### src/rtl/sre_pkg.sv
// Shared types, constants and register codes for the signature record extractor.
`timescale 1ns / 1ps

package sre_pkg;

    localparam int MAX_RECORD_WORDS_DEF = 512;

    localparam int SIG_W    = 64;
    localparam int OFFS_W   = 9;
    localparam int LEN_W    = 10;
    localparam int WADDR_W  = 37;
    localparam int BADDR_W  = 40;
    localparam int ID_W     = 32;
    localparam int WORD_W   = 64;
    localparam int CIDX_W   = 3;

    localparam logic [SIG_W-1:0]  SIGNATURE_RST = 64'h0000_0000_00B6_0003;
    localparam logic [OFFS_W-1:0] ID_OFFS_RST     = 9'd92;
    localparam logic [OFFS_W-1:0] PARENT_OFFS_RST = 9'd124;
    localparam logic [OFFS_W-1:0] LABEL_OFFS_RST  = 9'd138;
    localparam logic [LEN_W-1:0]  REC_LEN_RST     = 10'd259;

    typedef enum logic [CIDX_W-1:0] {
        REG_SIGNATURE  = 3'd0,
        REG_ID_OFFS    = 3'd1,
        REG_PARENT_OFFS = 3'd2,
        REG_LABEL_OFFS = 3'd3,
        REG_REC_LEN    = 3'd4
    } cfg_idx_t;

    typedef struct packed {
        logic [SIG_W-1:0]  signature_word;
        logic [OFFS_W-1:0] id_word_offset;
        logic [OFFS_W-1:0] parent_word_offset;
        logic [OFFS_W-1:0] label_word_offset;
        logic [LEN_W-1:0]  record_length_words;
    } cfg_t;

    typedef struct packed {
        logic               valid;
        logic [BADDR_W-1:0] record_address;
        logic [ID_W-1:0]    record_id;
        logic [ID_W-1:0]    parent_id;
        logic [WORD_W-1:0]  label_low;
        logic [WORD_W-1:0]  label_high;
    } result_t;

endpackage

### src/rtl/signature_record_extractor_core.sv
// A result is formed by the scanner from the word in the input register and is held in the output register.
// Throughput: one word per cycle while the output is not stalled; each word takes one step of the scanner
// (a 64-bit signature compare plus the record word counter) between input and output registers.
// An untaken result holds the scanner; the input register then keeps at most one waiting word.
// Reset: asynchronous, active low; clears the scan state and counters and loads the
// configuration registers with their default values.
`timescale 1ns / 1ps

module signature_record_extractor_core
    import sre_pkg::*;
#(
    parameter int MAX_RECORD_WORDS = MAX_RECORD_WORDS_DEF
)
(
    input  logic               clk,
    input  logic               rst_n,
    input  logic               in_valid,
    output logic               in_ready,
    input  logic [WORD_W-1:0]  data_word,
    output logic               out_valid,
    input  logic               out_ready,
    output logic [BADDR_W-1:0] record_address,
    output logic [ID_W-1:0]    record_id,
    output logic [ID_W-1:0]    parent_id,
    output logic [WORD_W-1:0]  label_low,
    output logic [WORD_W-1:0]  label_high,
    input  logic               cfg_valid,
    output logic               cfg_ready,
    input  logic [CIDX_W-1:0]  cfg_index,
    input  logic [SIG_W-1:0]   cfg_data
);

    cfg_t    cfg;
    result_t res;

    logic              in_valid_reg, in_valid_next;
    logic [WORD_W-1:0] in_word_reg,  in_word_next;
    result_t           out_reg,      out_next;
    logic              out_valid_reg, out_valid_next;
    logic              step;

    assign cfg_ready = 1'b1;

    sre_cfg_regs u_cfg
    (
        .clk      (clk),
        .rst_n    (rst_n),
        .wr_en    (cfg_valid & cfg_ready),
        .wr_index (cfg_index),
        .wr_data  (cfg_data),
        .cfg      (cfg)
    );

    // Advance the input word when the output register is free or being drained.
    assign step     = in_valid_reg && (!out_valid_reg || out_ready);
    assign in_ready = !in_valid_reg || step;

    sre_scanner #(
        .MAX_RECORD_WORDS (MAX_RECORD_WORDS)
    ) u_scan
    (
        .clk    (clk),
        .rst_n  (rst_n),
        .step   (step),
        .word   (in_word_reg),
        .cfg    (cfg),
        .result (res)
    );

    always_comb
    begin
        in_valid_next = in_valid_reg;
        in_word_next  = in_word_reg;
        if (in_valid && in_ready)
        begin
            in_valid_next = 1'b1;
            in_word_next  = data_word;
        end
        else if (step)
        begin
            in_valid_next = 1'b0;
        end

        out_next       = out_reg;
        out_valid_next = out_valid_reg;
        if (step)
        begin
            out_valid_next = res.valid;
            if (res.valid)
                out_next = res;
        end
        else if (out_ready)
        begin
            out_valid_next = 1'b0;
        end
    end

    always_ff @(posedge clk or negedge rst_n)
    begin
        if (!rst_n)
        begin
            in_valid_reg  <= 1'b0;
            out_valid_reg <= 1'b0;
        end
        else
        begin
            in_valid_reg  <= in_valid_next;
            out_valid_reg <= out_valid_next;
        end
    end

    always_ff @(posedge clk)
    begin
        in_word_reg <= in_word_next;
        out_reg     <= out_next;
    end

    assign out_valid      = out_valid_reg;
    assign record_address = out_reg.record_address;
    assign record_id      = out_reg.record_id;
    assign parent_id      = out_reg.parent_id;
    assign label_low      = out_reg.label_low;
    assign label_high     = out_reg.label_high;

    a_result_needs_step: assert property (@(posedge clk) disable iff (!rst_n)
        res.valid |-> step)
        else $error("scanner result without a word step");

    a_no_step_on_stall: assert property (@(posedge clk) disable iff (!rst_n)
        (out_valid_reg && !out_ready) |-> !step)
        else $error("word stepped while output register stalled");

    a_input_hold: assert property (@(posedge clk) disable iff (!rst_n)
        (in_valid_reg && !step) |=> (in_valid_reg && $stable(in_word_reg)))
        else $error("pending input word lost or changed");

endmodule

### src/rtl/sre_cfg_regs.sv
// Configuration register bank for the signature record extractor.
`timescale 1ns / 1ps

module sre_cfg_regs
    import sre_pkg::*;
(
    input  logic              clk,
    input  logic              rst_n,
    input  logic              wr_en,
    input  logic [CIDX_W-1:0] wr_index,
    input  logic [SIG_W-1:0]  wr_data,
    output cfg_t              cfg
);

    cfg_t cfg_reg;
    cfg_t cfg_next;

    always_comb
    begin
        cfg_next = cfg_reg;
        if (wr_en)
        begin
            case (cfg_idx_t'(wr_index))
                REG_SIGNATURE:   cfg_next.signature_word      = wr_data;
                REG_ID_OFFS:     cfg_next.id_word_offset      = wr_data[OFFS_W-1:0];
                REG_PARENT_OFFS: cfg_next.parent_word_offset  = wr_data[OFFS_W-1:0];
                REG_LABEL_OFFS:  cfg_next.label_word_offset   = wr_data[OFFS_W-1:0];
                REG_REC_LEN:     cfg_next.record_length_words = wr_data[LEN_W-1:0];
                default:         cfg_next = cfg_reg;
            endcase
        end
    end

    always_ff @(posedge clk or negedge rst_n)
    begin
        if (!rst_n)
        begin
            cfg_reg.signature_word      <= SIGNATURE_RST;
            cfg_reg.id_word_offset      <= ID_OFFS_RST;
            cfg_reg.parent_word_offset  <= PARENT_OFFS_RST;
            cfg_reg.label_word_offset   <= LABEL_OFFS_RST;
            cfg_reg.record_length_words <= REC_LEN_RST;
        end
        else
        begin
            cfg_reg <= cfg_next;
        end
    end

    assign cfg = cfg_reg;

endmodule

### src/rtl/sre_scanner.sv
// Scan state, record word counter and field capture; one word per step.
`timescale 1ns / 1ps

module sre_scanner
    import sre_pkg::*;
#(
    parameter int MAX_RECORD_WORDS = MAX_RECORD_WORDS_DEF
)
(
    input  logic              clk,
    input  logic              rst_n,
    input  logic              step,
    input  logic [WORD_W-1:0] word,
    input  cfg_t              cfg,
    output result_t           result
);

    localparam int CNT_W = (MAX_RECORD_WORDS > 2) ? $clog2(MAX_RECORD_WORDS) : 1;
    localparam int CMP_W = ((CNT_W > LEN_W) ? CNT_W : LEN_W) + 1;
    localparam logic [CMP_W-1:0] MAX_LEN = CMP_W'(MAX_RECORD_WORDS);

    logic               inside_reg,    inside_next;
    logic [CNT_W-1:0]   wir_reg,       wir_next;
    logic [WADDR_W-1:0] waddr_reg,     waddr_next;
    logic [BADDR_W-1:0] match_addr_reg, match_addr_next;
    logic [ID_W-1:0]    held_id_reg,   held_id_next;
    logic [ID_W-1:0]    held_par_reg,  held_par_next;
    logic [WORD_W-1:0]  held_lab_reg,  held_lab_next;

    logic [CMP_W-1:0] len_raw;
    logic [CMP_W-1:0] len_eff;
    logic [CMP_W-1:0] pos;
    logic [CMP_W-1:0] label_pos2;

    always_comb
    begin
        len_raw = CMP_W'(cfg.record_length_words);
        if (len_raw == '0)
            len_eff = CMP_W'(1);
        else if (len_raw > MAX_LEN)
            len_eff = MAX_LEN;
        else
            len_eff = len_raw;
    end

    assign pos        = CMP_W'(wir_reg) + CMP_W'(1);
    assign label_pos2 = CMP_W'(cfg.label_word_offset) + CMP_W'(1);

    always_comb
    begin
        inside_next     = inside_reg;
        wir_next        = wir_reg;
        waddr_next      = waddr_reg;
        match_addr_next = match_addr_reg;
        held_id_next    = held_id_reg;
        held_par_next   = held_par_reg;
        held_lab_next   = held_lab_reg;
        result          = '0;

        if (step)
        begin
            waddr_next = waddr_reg + WADDR_W'(1);
            if (!inside_reg)
            begin
                if (word == cfg.signature_word)
                begin
                    match_addr_next = {waddr_reg, 3'b000};
                    held_id_next    = '0;
                    held_par_next   = '0;
                    held_lab_next   = '0;
                    wir_next        = '0;
                    inside_next     = (len_eff > CMP_W'(1));
                end
            end
            else
            begin
                if (pos == CMP_W'(cfg.id_word_offset))
                    held_id_next = word[ID_W-1:0];
                if (pos == CMP_W'(cfg.parent_word_offset))
                    held_par_next = word[ID_W-1:0];
                if (pos == CMP_W'(cfg.label_word_offset))
                    held_lab_next = word;
                // Second name word closes the result; id and parent may land here too.
                if (pos == label_pos2)
                begin
                    result.valid          = 1'b1;
                    result.record_address = match_addr_reg;
                    result.record_id      = held_id_next;
                    result.parent_id      = held_par_next;
                    result.label_low      = held_lab_reg;
                    result.label_high     = word;
                end
                if (pos + CMP_W'(1) >= len_eff)
                begin
                    inside_next = 1'b0;
                    wir_next    = '0;
                end
                else
                begin
                    wir_next = pos[CNT_W-1:0];
                end
            end
        end
    end

    always_ff @(posedge clk or negedge rst_n)
    begin
        if (!rst_n)
        begin
            inside_reg     <= 1'b0;
            wir_reg        <= '0;
            waddr_reg      <= '0;
            match_addr_reg <= '0;
            held_id_reg    <= '0;
            held_par_reg   <= '0;
            held_lab_reg   <= '0;
        end
        else
        begin
            inside_reg     <= inside_next;
            wir_reg        <= wir_next;
            waddr_reg      <= waddr_next;
            match_addr_reg <= match_addr_next;
            held_id_reg    <= held_id_next;
            held_par_reg   <= held_par_next;
            held_lab_reg   <= held_lab_next;
        end
    end

endmodule
### config.mk
export PLATFORM = sky130hd
export DESIGN_NAME = signature_record_extractor_core
export DESIGN_NICKNAME = d
export VERILOG_FILES = /design/src/rtl/sre_pkg.sv /design/src/rtl/signature_record_extractor_core.sv /design/src/rtl/sre_cfg_regs.sv /design/src/rtl/sre_scanner.sv
export SDC_FILE = /design/constraint.sdc
export NUM_CORES = 1
export LEC_CHECK = 0
export ABC_CLOCK_PERIOD_IN_PS = 7580
export BUFFER_PORTS_ARGS = -buffer_cell sky130_fd_sc_hd__buf_2
export CORE_MARGIN = 1
export CORE_UTILIZATION = 25
export CTS_CLUSTER_SIZE = 40
export DETAILED_ROUTE_END_ITERATION = 12
export GPL_TIMING_DRIVEN = 1
export PLACE_DENSITY = 0.46
export SKIP_LAST_GASP = 1
export SLEW_MARGIN = 20
export SYNTH_ARGS = -nofsm -noshare
export SYNTH_HDL_FRONTEND = slang
export SYNTH_SLANG_ARGS = --single-unit
### constraint.sdc
create_clock -name clk -period 7.58 [get_ports clk]
set_input_delay 0.379 -clock clk [delete_from_list [all_inputs] [get_ports clk]]
set_output_delay 0.379 -clock clk [all_outputs]
set_load 0.005 [all_outputs]
==> insert_results.sql <==
INSERT INTO impl_metrics (metric_group, metric, value, unit) VALUES
('detailed_routing', 'detail_route.wl_per_cell', '20.86', 'um'),
('critical_path', 'r2r_slack', '2810', 'ps'),
('global_routing', 'overflow', '0', ''),
('logic_synthesis', 'synth_top_cell_by_area', 'edfxtp_1', ''),
('floorplan', 'starting_density_of_the_core', '25.27', '%'),
('floorplan', 'placementRows', '115', ''),
('power_and_ir_drop', 'cellLeakagePower', '12.55', 'nW'),
('power_and_ir_drop', 'internal-power', '0.006095', 'W'),
('logic_synthesis', 'async_set_or_reset_register_ratio_after_synthesis', '51.81', '%'),
('critical_path', 'kind_of_capture_point_of_the_worst_setup_path', 'flip-flop', ''),
('detailed_routing', 'detail_route.iter0.violations', '814', ''),
('critical_path', 'critPathMaxStageDelay', '740', 'ps'),
('critical_path', 'arrival', '5000', 'ps'),
('placed_design', 'numPlacedInstances', '3268', ''),
('timing', 'period_minus_slack', '4767', 'ps'),
('logic_synthesis', 'synth.yosys.warnings', '0', ''),
('logic_synthesis', 'synth_area_leaders', 'edfxtp_1, dfrtp_1, mux2_2, a22o_1, and2_1', ''),
('cts', 'post_cts_clock_slew_at_the_launch_and_capture_registers_of_the_worst_setup_and_hold_paths', '60', 'ps'),
('floorplan', 'pin_count', '371', ''),
('critical_path', 'setup.worst_path.class', 'flip-flop to flip-flop', ''),
('hold_path', 'hold_path.class', 'primary input to flip-flop', ''),
('logic_synthesis', 'syn_area', '24870', 'um^2'),
('logic_synthesis', 'synth-seq-cells', '608', ''),
('floorplan', 'die-area', '100700', 'um^2'),
('timing', 'setup_repair_after_global_routing_missed_its_margin', 'false', ''),
('critical_path', 'crit_chain', 'ha_1 -> and3_1 -> xnor2_2 -> xnor2_2 -> nand3_1 -> a211oi_1 -> nand4_1 -> buf_4 -> inv_8 -> buf_4', ''),
('cts', 'post_cts.repair.setup_buffers', '0', ''),
('timing', 'timing.final.setup_violations', '0', ''),
('detailed_routing', 'drt_pass1_iterations', '5', ''),
('status', 'run_status', 'completed', ''),
('critical_path', 'cp-start-kind', 'flip-flop', ''),
('timing', 'max_freq', '209.8', 'MHz'),
('timing', 'timing_hold_violations_final', '0', ''),
('global_routing', 'grt_start_max_net_pins', '161', ''),
('global_routing', 'grt.total_usage', '14.41', '%'),
('detailed_routing', 'routed-via-count', '15430', ''),
('critical_path', 'worstPathMaxFanout', '160', ''),
('cts', 'clock_insertion_delay_worst_skew', '620', 'ps'),
('cells_and_area', 'largest_register_ff_count', '101', ''),
('timing', 'hold_ws', '63.18', 'ps'),
('logic_synthesis', 'ys_types', '61', ''),
('logic_synthesis', 'area_fraction_of_the_dominant_cell_type_after_synthesis', '35.38', '%'),
('detailed_routing', 'drt_wl_total', '73.51', 'mm'),
('power_and_ir_drop', 'netSwitchingFraction', '23.24', '%'),
('logic_synthesis', 'synth_sequential_area_ratio', '67.19', '%'),
('timing', 'finalSetupTns', '0', 'ps'),
('timing', 'final.period_utilization', '62.89', '%'),
('critical_path', 'cp_slowest_cell', 'buf_4', ''),
('detailed_routing', 'via_per_inst', '4.378', ''),
('floorplan', 'core_region_area', '98420', 'um^2'),
('power_and_ir_drop', 'power_per_cell_area', '250.3', 'nW/um^2'),
('detailed_routing', 'number_of_remaining_drc_errors', '0', ''),
('cts', 'cts_tree', 'built', ''),
('global_routing', 'grt_pass1_wl', '105.8', 'mm'),
('cts', 'cts_htree_levels', '3', ''),
('placed_design', 'port_buffers', '366', ''),
('logic_synthesis', 'ys_top_cells_by_count', 'dfrtp_1, edfxtp_1, and2_1', ''),
('timing', 'finalMaxSlewViolations', '0', ''),
('critical_path', 'critPathRequiredTime', '7810', 'ps'),
('power_and_ir_drop', 'power.net_switching', '0.001846', 'W'),
('placed_design', 'finalWeightedCongestion', '0.8348', ''),
('cells_and_area', 'final_layout_size_suffix_gt1_share', '30.09', '%'),
('global_routing', 'grt_antenna_before_repair', '6', ''),
('cells_and_area', 'nets', '2326', ''),
('logic_synthesis', 'synth_area_per_cell', '14.71', 'um^2'),
('cells_and_area', 'final_instance_count_without_filler_cells', '3524', ''),
('floorplan', 'die_height', '317.4', 'um'),
('job', 'cap_violations', '0', ''),
('power_and_ir_drop', 'share_comb_of_total_power', '6.9', '%'),
('cts', 'number_of_buffers_inserted_during_clock_tree_synthesis', '72', ''),
('cts', 'clock_sink_count', '608', '');
[routing by layer]
metal,share of wire [%],track usage [%]
met2,46,22.42
met4,2.1,3.893
met1,45,19.37
met3,6.8,4.409
met5,0.034,0
[repair_timing]
item | in CTS | in global routing
hold buffers | 120 | 0
resized for setup | 0 | 0
hold endpoints to repair | 203 | 0
[cell families (layout without fill, tap and decap cells)]
| kind of cell | Yosys count | count (layout) | synth area share [%] |
|---|---|---|---|
| XOR/XNOR | 146 | 146 | 5.701 |
| flip-flops | 608 | 608 | 67.19 |
| AND/OR/NAND/NOR | 436 | 436 | 9.575 |
| buffers and inverters | 97 | 638 | 1.957 |
| adder cells (fa/ha/maj) | 14 | 14 | 0.7044 |
| multiplexers | 204 | 204 | 8.906 |
| other | 2 | 8 | 0.03020 |
| AO/OA/AOI/OAI | 183 | 183 | 5.937 |
[final timing paths]
kind,start,endpoint,cells past startpoint
worst max-delay path,u_scan.wir_reg[0]$_DFFE_PN0P_,label_high[23]$_SDFFCE_PN0P_,10
worst min-delay path,cfg_data[9],u_cfg.cfg[9]$_DFFE_PN0P_,3
worst max register to register,u_scan.wir_reg[0]$_DFFE_PN0P_,label_high[23]$_SDFFCE_PN0P_,10
worst min register to register,u_scan.waddr_reg[26]$_DFFE_PN0P_,u_scan.waddr_reg[26]$_DFFE_PN0P_,1
max in group asynchronous,rst_n,u_scan.match_addr_reg[6]$_DFFE_PN0P_,3
min in group asynchronous,rst_n,u_scan.held_lab_reg[6]$_DFFE_PN0P_,2
[placed cells by master, fill, tap and decap left out, types with 19 or more instances in the layout]
cell type	n
dfstp_2	22
mux2i_1	66
edfxtp_1	293
clkbuf_16	74
and2_1	167
xnor2_1	53
dlygate4sd3_1	120
nand2_1	49
xor2_1	82
dfrtp_1	293
a22o_1	127
nand3_1	22
nor2_1	93
nor4_1	19
mux2_2	138
buf_2	365
[metrics by stage]
stage	power, W	instance area, um^2	worst slack, ps	utilization [%]
2_1_floorplan	0.004139	24880	2336	-
3_3_place_gp	0.004388	28040	2867	28.49
3_5_place_dp	0.004405	28060	2796	28.51
4_1_cts	0.008069	31690	2766	32.20
5_1_grt	0.008264	31730	2425	32.24
6_report	0.007940	31730	2813	32.24
[critical path, delay by kind of cell, from the launching register on]
family | cells | cell delay, ps
xor+xnor | 2 | 380
fa+ha+maj | 1 | 450
flops | 1 | 580
buf+inv | 3 | 1710
compound gates | 1 | 350
simple gates | 3 | 630
[final cells by class]
class	instances	area [um^2]
Sequential cell	608	16710
Clock buffer	93	1993
Fill cell	9828	66690
Clock inverter	38	440.4
Inverter	6	30.03
Tap cell	1287	1610
Timing Repair Buffer	501	3213
Multi-Input combinational cell	987	7724
Antenna cell	4	10.01
[power groups by stage]
stage | clock network (W) | registers [W] | logic, W
after global routing | 0.00381 | 0.00385 | 0.000606
after CTS | 0.00367 | 0.00383 | 0.000564
after floorplan | 0 | 0.00381 | 0.000330
after detailed placement | 0 | 0.00390 | 0.000509
after global placement | 0 | 0.00389 | 0.000499
final | 0.00357 | 0.00383 | 0.000547
(Power assumes the default switching activity.)
